**src/hdl/rau_pkg.sv**
```systemverilog
// rau_pkg: shared types and constants for the rational arithmetic unit.
// Used by rau_div and rational_arithmetic_unit. No dependencies.
`timescale 1ns / 1ps
`default_nettype none

package rau_pkg;

  localparam int unsigned OperW = 16;  // operand numerator / denominator width
  localparam int unsigned ProdW = 32;  // one cross product
  localparam int unsigned NumW  = 33;  // result numerator, also divider operand width
  localparam int unsigned DenW  = 32;  // result denominator

  typedef enum logic [1:0] {
    OP_ADD = 2'd0,
    OP_SUB = 2'd1,
    OP_MUL = 2'd2,
    OP_DIV = 2'd3
  } rau_op_e;

  typedef enum logic [1:0] {
    ST_OK       = 2'd0,
    ST_ZERO_DEN = 2'd1,
    ST_DIV_ZERO = 2'd2
  } rau_status_e;

  // Divider status towards the sequencer
  typedef struct packed {
    logic busy;
    logic done;  // one-cycle pulse, quotient and remainder valid
  } rau_div_stat_t;

endpackage

`default_nettype wire

```
**src/hdl/rau_div.sv**
```systemverilog
// rau_div: iterative signed divider, one quotient bit per cycle, C truncation.
// Depends on rau_pkg (widths, rau_div_stat_t).
`timescale 1ns / 1ps
`default_nettype none

module rau_div (
  input  logic                                  clk_i,
  input  logic                                  rst_ni,
  input  logic                                  start_i,
  input  logic signed [rau_pkg::NumW-1:0]       dividend_i,
  input  logic signed [rau_pkg::NumW-1:0]       divisor_i,
  output rau_pkg::rau_div_stat_t                stat_o,
  output logic signed [rau_pkg::NumW-1:0]       quot_o,
  output logic signed [rau_pkg::NumW-1:0]       rem_o
);
  import rau_pkg::*;

  localparam int unsigned MagW = NumW - 1;
  localparam int unsigned CntW = $clog2(MagW);
  localparam logic [CntW-1:0] LastCnt = CntW'(MagW - 1);

  logic            busy_q, done_q;
  logic [CntW-1:0] cnt_q;
  logic [MagW-1:0] quo_q, rem_q, dvs_q;
  logic            negq_q, negr_q;

  logic [NumW-1:0] dvd_abs, dvs_abs;
  logic [MagW:0]   rem_sh, diff;
  logic            ge;
  logic [MagW-1:0] rem_nx;

  // magnitudes never reach 2^MagW here, so the low bits suffice
  assign dvd_abs = dividend_i[NumW-1] ? (-dividend_i) : dividend_i;
  assign dvs_abs = divisor_i[NumW-1]  ? (-divisor_i)  : divisor_i;

  // restoring step
  assign rem_sh = {rem_q, quo_q[MagW-1]};
  assign diff   = rem_sh - {1'b0, dvs_q};
  assign ge     = (rem_sh >= {1'b0, dvs_q});
  assign rem_nx = ge ? diff[MagW-1:0] : rem_sh[MagW-1:0];

  always_ff @(posedge clk_i or negedge rst_ni) begin
    if (!rst_ni) begin
      busy_q <= 1'b0;
      done_q <= 1'b0;
      cnt_q  <= '0;
    end else begin
      done_q <= 1'b0;
      if (start_i) begin
        busy_q <= 1'b1;
        cnt_q  <= '0;
        quo_q  <= dvd_abs[MagW-1:0];
        rem_q  <= '0;
        dvs_q  <= dvs_abs[MagW-1:0];
        negq_q <= dividend_i[NumW-1] ^ divisor_i[NumW-1];
        negr_q <= dividend_i[NumW-1];
      end else if (busy_q) begin
        quo_q <= {quo_q[MagW-2:0], ge};
        rem_q <= rem_nx;
        cnt_q <= cnt_q + 1'b1;
        if (cnt_q == LastCnt) begin
          busy_q <= 1'b0;
          done_q <= 1'b1;
        end
      end
    end
  end

  assign quot_o = negq_q ? (-{1'b0, quo_q}) : {1'b0, quo_q};
  assign rem_o  = negr_q ? (-{1'b0, rem_q}) : {1'b0, rem_q};

  assign stat_o.busy = busy_q;
  assign stat_o.done = done_q;

  a_start_idle : assert property (@(posedge clk_i) disable iff (!rst_ni)
    start_i |-> !busy_q)
    else $error("divider started while busy");

  a_done_after_busy : assert property (@(posedge clk_i) disable iff (!rst_ni)
    done_q |-> ($past(busy_q) && !busy_q))
    else $error("divider done without a run");

  a_rem_below : assert property (@(posedge clk_i) disable iff (!rst_ni)
    done_q |-> (rem_q < dvs_q))
    else $error("divider remainder not below divisor");

endmodule

`default_nettype wire

```
**src/hdl/rational_arithmetic_unit.sv**
```systemverilog
// rational_arithmetic_unit: fraction add/sub/mul/div with optional Euclid reduction.
// Depends on rau_pkg and rau_div.
//
//  channel | dir | tdata (low bit up)                       | tuser (low bit up)
//  s_axis  | in  | a_num[15:0] a_den[31:16] b_num[47:32]     | command[1:0] reduce[2]
//          |     | b_den[63:48]                             |
//  m_axis  | out | result_num[32:0] result_den[64:33] 0s    | status[1:0]
//
// Sequencing: one beat is taken only when the sequencer is idle. The three cross
// products run in turn on one shared 16x16 multiplier, then the sum is formed, then
// done. With reduce set, every Euclid remainder step and the two final divisions
// each take one pass of the shared divider; error items go straight to done.
// Reset clears the sequencer and the output valid; payload registers are not reset.
// The output register frees the input side: a new beat may be taken while the
// previous result still waits on m_axis_tready.
`timescale 1ns / 1ps
`default_nettype none

module rational_arithmetic_unit (
  input  logic        clk_i,
  input  logic        rst_ni,
  input  logic        s_axis_tvalid,
  output logic        s_axis_tready,
  input  logic [63:0] s_axis_tdata,   // a_numerator, a_denominator, b_numerator, b_denominator
  input  logic [2:0]  s_axis_tuser,   // command[1:0], reduce[2]
  output logic        m_axis_tvalid,
  input  logic        m_axis_tready,
  output logic [71:0] m_axis_tdata,   // result_numerator[32:0], result_denominator[64:33], pad
  output logic [1:0]  m_axis_tuser    // status[1:0]
);
  import rau_pkg::*;

  typedef enum logic [2:0] {
    S_IDLE,
    S_MUL,
    S_SUM,
    S_EUC,
    S_QN,
    S_QD,
    S_DONE
  } state_e;

  state_e                   state_q;
  logic [1:0]               cnt_q;
  rau_op_e                  op_q;
  logic                     red_q;
  logic signed [OperW-1:0]  an_q, ad_q, bn_q, bd_q;
  logic signed [ProdW-1:0]  p0_q, p1_q;
  logic signed [NumW-1:0]   n_q;
  logic signed [DenW-1:0]   d_q;
  rau_status_e              st_q;

  // divider interface, registered
  logic                     div_start_q;
  logic signed [NumW-1:0]   div_a_q, div_b_q;
  rau_div_stat_t            div_stat;
  logic signed [NumW-1:0]   div_quot, div_rem;

  // output register
  logic                     out_valid_q;
  logic signed [NumW-1:0]   out_num_q;
  logic signed [DenW-1:0]   out_den_q;
  rau_status_e              out_st_q;

  // input unpacking
  rau_op_e                  in_op;
  logic signed [OperW-1:0]  in_an, in_ad, in_bn, in_bd;

  assign in_op = rau_op_e'(s_axis_tuser[1:0]);
  assign in_an = s_axis_tdata[15:0];
  assign in_ad = s_axis_tdata[31:16];
  assign in_bn = s_axis_tdata[47:32];
  assign in_bd = s_axis_tdata[63:48];

  // shared multiplier: operand pair chosen by step and operation
  logic signed [OperW-1:0] mul_x, mul_y;
  logic signed [ProdW-1:0] prod;

  always_comb begin
    mul_x = ad_q;
    mul_y = bd_q;
    case (cnt_q)
      2'd0: begin
        mul_x = an_q;
        mul_y = (op_q == OP_MUL) ? bn_q : bd_q;
      end
      2'd1: begin
        mul_x = ad_q;
        mul_y = bn_q;
      end
      default: begin
        mul_x = ad_q;
        mul_y = (op_q == OP_DIV) ? bn_q : bd_q;
      end
    endcase
  end

  assign prod = mul_x * mul_y;

  // numerator: sum or difference of the two stored products, or the first alone for mul/div
  logic signed [NumW-1:0] p0_ext, p1_ext, n_sum;

  assign p0_ext = {p0_q[ProdW-1], p0_q};
  assign p1_ext = {p1_q[ProdW-1], p1_q};

  always_comb begin
    case (op_q)
      OP_ADD:  n_sum = p0_ext + p1_ext;
      OP_SUB:  n_sum = p0_ext - p1_ext;
      default: n_sum = p0_ext;
    endcase
  end

  assign s_axis_tready = (state_q == S_IDLE);

  always_ff @(posedge clk_i or negedge rst_ni) begin
    if (!rst_ni) begin
      state_q     <= S_IDLE;
      cnt_q       <= '0;
      div_start_q <= 1'b0;
      out_valid_q <= 1'b0;
    end else begin
      div_start_q <= 1'b0;
      // S_DONE refills the output register itself
      if (out_valid_q && m_axis_tready && state_q != S_DONE) begin
        out_valid_q <= 1'b0;
      end

      unique case (state_q)
        S_IDLE: begin
          if (s_axis_tvalid) begin
            op_q  <= in_op;
            red_q <= s_axis_tuser[2];
            an_q  <= in_an;
            ad_q  <= in_ad;
            bn_q  <= in_bn;
            bd_q  <= in_bd;
            cnt_q <= '0;
            if (in_ad == '0 || in_bd == '0) begin
              n_q     <= '0;
              d_q     <= DenW'(1);
              st_q    <= ST_ZERO_DEN;
              state_q <= S_DONE;
            end else if (in_op == OP_DIV && in_bn == '0) begin
              n_q     <= '0;
              d_q     <= DenW'(1);
              st_q    <= ST_DIV_ZERO;
              state_q <= S_DONE;
            end else begin
              st_q    <= ST_OK;
              state_q <= S_MUL;
            end
          end
        end

        S_MUL: begin
          cnt_q <= cnt_q + 1'b1;
          case (cnt_q)
            2'd0:    p0_q <= prod;
            2'd1:    p1_q <= prod;
            default: begin
              d_q     <= prod;
              state_q <= S_SUM;
            end
          endcase
        end

        S_SUM: begin
          n_q <= n_sum;
          if (red_q) begin
            div_a_q     <= n_sum;
            div_b_q     <= {d_q[DenW-1], d_q};
            div_start_q <= 1'b1;
            state_q     <= S_EUC;
          end else begin
            state_q <= S_DONE;
          end
        end

        // x <- y, y <- x rem y until the remainder is zero; g is left in div_b_q
        S_EUC: begin
          if (div_stat.done) begin
            div_start_q <= 1'b1;
            if (div_rem == '0) begin
              div_a_q <= n_q;
              state_q <= S_QN;
            end else begin
              div_a_q <= div_b_q;
              div_b_q <= div_rem;
            end
          end
        end

        S_QN: begin
          if (div_stat.done) begin
            n_q         <= div_quot;
            div_a_q     <= {d_q[DenW-1], d_q};
            div_start_q <= 1'b1;
            state_q     <= S_QD;
          end
        end

        S_QD: begin
          if (div_stat.done) begin
            d_q     <= div_quot[DenW-1:0];
            state_q <= S_DONE;
          end
        end

        S_DONE: begin
          if (!out_valid_q || m_axis_tready) begin
            out_valid_q <= 1'b1;
            out_num_q   <= n_q;
            out_den_q   <= d_q;
            out_st_q    <= st_q;
            state_q     <= S_IDLE;
          end
        end

        default: state_q <= S_IDLE;
      endcase
    end
  end

  rau_div u_div (
    .clk_i      (clk_i),
    .rst_ni     (rst_ni),
    .start_i    (div_start_q),
    .dividend_i (div_a_q),
    .divisor_i  (div_b_q),
    .stat_o     (div_stat),
    .quot_o     (div_quot),
    .rem_o      (div_rem)
  );

  assign m_axis_tvalid = out_valid_q;
  assign m_axis_tdata  = {7'b0, out_den_q, out_num_q};
  assign m_axis_tuser  = out_st_q;

  a_err_payload : assert property (@(posedge clk_i) disable iff (!rst_ni)
    (out_valid_q && out_st_q != ST_OK) |-> (out_num_q == '0 && out_den_q == DenW'(1)))
    else $error("error result carries a non-trivial fraction");

  a_ok_den : assert property (@(posedge clk_i) disable iff (!rst_ni)
    (out_valid_q && out_st_q == ST_OK) |-> (out_den_q != '0))
    else $error("good result with zero denominator");

  a_div_only_reduce : assert property (@(posedge clk_i) disable iff (!rst_ni)
    div_stat.busy |-> (state_q == S_EUC || state_q == S_QN || state_q == S_QD))
    else $error("divider running outside reduction");

  a_no_zero_divisor : assert property (@(posedge clk_i) disable iff (!rst_ni)
    div_start_q |-> (div_b_q != '0))
    else $error("divider started with zero divisor");

endmodule

`default_nettype wire
```
**config.mk**
```make
export PLATFORM = sky130hd
export DESIGN_NAME = rational_arithmetic_unit
export DESIGN_NICKNAME = d
export VERILOG_FILES = /design/src/hdl/rau_pkg.sv /design/src/hdl/rau_div.sv /design/src/hdl/rational_arithmetic_unit.sv
export SDC_FILE = /design/constraint.sdc
export NUM_CORES = 2
export LEC_CHECK = 0
export BUFFER_PORTS_ARGS = -buffer_cell sky130_fd_sc_hd__buf_2
export CAP_MARGIN = 20
export CORE_MARGIN = 2
export CORE_UTILIZATION = 70
export CTS_BUF_LIST = sky130_fd_sc_hd__clkbuf_8
export DETAILED_ROUTE_END_ITERATION = 8
export PLACE_DENSITY = 0.85
export RECOVER_POWER = 25
export SLEW_MARGIN = 15
export SYNTH_ARGS = -nofsm -noshare
export SYNTH_HDL_FRONTEND = slang
export SYNTH_SLANG_ARGS = --single-unit
```
**constraint.sdc**
```tcl
create_clock -name clk_i -period 13.2 [get_ports clk_i]
set_input_delay 2.64 -clock clk_i [delete_from_list [all_inputs] [get_ports clk_i]]
set_output_delay 2.64 -clock clk_i [all_outputs]
set_load 0.02 [all_outputs]
```
==> flow_summary.json <==
{
  "critPathTopFamily": "adder cells",
  "yosys_warnings": 0,
  "final_util": 0.765,
  "arrival_ns": 10.64,
  "fin_crit_sh": 0.774,
  "rows": 81,
  "drt_iter0_markers": 3715,
  "tns_ns": 0,
  "path_clk_slew_ns": 0.06,
  "hp-class": "reg -> reg",
  "crit_slowest_cell": "clkbuf_1",
  "final_common_cell": "edfxtp_1",
  "synth_flop_cell": "edfxtp_1",
  "synth_xor_area_frac": 0.0619,
  "wl_per_cell_um": 25.3,
  "setup_violations": 0,
  "synth_seq_cells": 443,
  "rsz0062_at_grt": "no",
  "cts_made_buffers": 76,
  "period_minus_slack_ns": 10.22,
  "cts.sinks": 443,
  "ctsHoldBuffers": 0,
  "synth-simple-area-share": 0.127,
  "setup.worst_path.start_class": "register",
  "cts_root_buffer": "clkbuf_8",
  "pre_cts_ws_ns": 4.85,
  "fin_ws_ns": 2.98,
  "cp-end-kind": "register",
  "cts-htree-levels": 3,
  "synth_edf_count": 429,
  "die_width_um": 226,
  "grt_first_pass_wirelength_mm": 160,
  "dpl.hpwl_mm": 80.8,
  "cts_setup_buffers": 0,
  "run_status": "finished, violations left",
  "crit_required_ns": 13.62,
  "synth_cell_types": 84,
  "max_freq_mhz": 97.9,
  "grt_overflow_total": 0,
  "die_y_um": 226,
  "path_buf_inv": 6,
  "die-area_um2": 50900,
  "area_delta_synth_final_pct": 8.41,
  "initial_core_util": 0.706,
  "yosysSeqAreaShare": 0.385,
  "tritoncts": "built",
  "violations": "max-capacitance violations, max-slew violations",
  "timing.hold.ws_ns": 0.430,
  "grt_antenna_before_repair": 4,
  "multiInputGateArea_um2": 19200,
  "syn-mean-instance-area_um2": 10.2,
  "via_count": 27943,
  "drive_gt1_frac": 0.0916,
  "path_common_cell": "fa_1",
  "grt_pass1_vias": 27421,
  "ant_nets": 0,
  "hold_viol": 0,
  "routed_wl_mm": 107,
  "critPathKind": "reg -> reg",
  "netlist_area_um2": 34400,
  "io_buffers": 139,
  "hp-start": "st_q[1]",
  "place.gp.congestion": 0.989,
  "cp-startpoint": "op_q[1]",
  "drv_cap": 8,
  "netlist_instances": 3359,
  "grt_max_degree": 69,
  "clockBufferDepth": 3,
  "tightest_slew_ns": 2.71,
  "slew_viol_final": 365,
  "slew_headroom": -0.807,
  "vias_per_cell": 6.61,
  "grtUsageTotal": 0.426,
  "crit_path_max_fanout": 49,
  "n_fill_cell": 3334,
  "crit_path_max_incr_delay_ns": 1.58,
  "num-nets-final": 3984,
  "cts_resized": 0,
  "r2r-start": "op_q[1]",
  "synth_mux_area_frac": 0.0277,
  "synth_compound_area_frac": 0.129,
  "ioPinCount": 147,
  "final_cell_mix": "edfxtp_1, inv_1, nand2_1, nor2_1, fa_1",
  "core_area_um2": 48700,
  "synth_top_family_by_area": "adder cells",
  "synthArstFlopShare": 0.0316,
  "first_pass_iters": 9,
  "clk_latency_ns": 0.70,
  "skew_ns": 0.0418,
  "regArea_um2": 13200,
  "synth_adder_area_share": 0.210,
  "drc_errors": 0
}
-- cells in the mapped netlist (all sizes together), types with 16 or more instances --
cell type / n / area (um^2)
a31oi: 16 / 100
buf: 25 / 165
xnor2: 121 / 1060
nand2: 341 / 1280
a22oi: 19 / 143
nor2b: 21 / 131
ha: 155 / 1940
o21ai: 210 / 1050
edfxtp: 429 / 12900
mux2i: 67 / 671
xor2: 122 / 1070
o22ai: 34 / 213
a221oi: 17 / 149
o21a: 16 / 120
nand3: 29 / 145
a21o: 40 / 300
and2: 18 / 113
nor4: 31 / 194
a311oi: 25 / 219
fa: 264 / 5290
nand2b: 43 / 269
o211ai: 25 / 188
or4: 29 / 233
a211oi: 19 / 143
or3: 35 / 224
mux2: 25 / 282
o31ai: 49 / 368
nor2: 298 / 1120
clkbuf: 123 / 462
nor3: 29 / 145
o41ai: 16 / 148
a21oi: 127 / 636
inv: 380 / 1430
-- metrics by stage --
step	cell area, um^2	std cells
2_1_floorplan	34400	3365
3_3_place_gp	35800	4077
3_5_place_dp	35800	4077
4_1_cts	37300	4219
5_1_grt	37300	4223
6_report	37300	4225
-- state kept, by name, summed over array words and instances (netlist names), 33 cells and up --
register	count
n_q	33
out_num_q	33
div_a_q	33
div_b_q	33
-- final cells by class --
class | instances | area share
well taps | 664 | 0.0223
repair buffers | 199 | 0.0293
diodes | 3 | 0.000201
multi-input cells | 2394 | 0.514
clock buffers | 78 | 0.0288
flip-flops and latches | 443 | 0.355
inverters | 380 | 0.0383
clock inverters | 64 | 0.0122
-- final timing paths --
kind	endpoint	slack (ns)	cells past startpoint
worst max-delay path	d_q[31]	2.98	26
min in group asynchronous	cnt_q[0]	2.34	1
max in group asynchronous	u_div.busy_q	7.70	2
worst max register to register	d_q[31]	2.98	26
worst min-delay path	m_axis_tuser[1]	0.43	0
worst min register to register	m_axis_tuser[1]	0.43	0
-- kinds of logic (layout without fill, tap and decap cells) --
logic type | Yosys count | in the layout
compound gates | 686 | 686
buf+inv | 528 | 721
flops | 443 | 443
fa+ha+maj | 419 | 419
other cells | 1 | 10
xor+xnor | 243 | 243
simple gates | 947 | 947
mux | 92 | 92
-- per-layer routing --
layer | part of all wire | wire, um | GRT usage | up-vias
met5 | 0.00012 | 13 | 0 | -
met4 | 0.072 | 7730 | 0.267 | 2
met3 | 0.13 | 13700 | 0.111 | 415
met2 | 0.44 | 47000 | 0.645 | 2049
met1 | 0.36 | 38300 | 0.551 | 13485
li1 | - | - | - | 11992
Power is not shown: default switching activity piles up to over one toggle a cycle in this logic, so the estimate is an artifact.
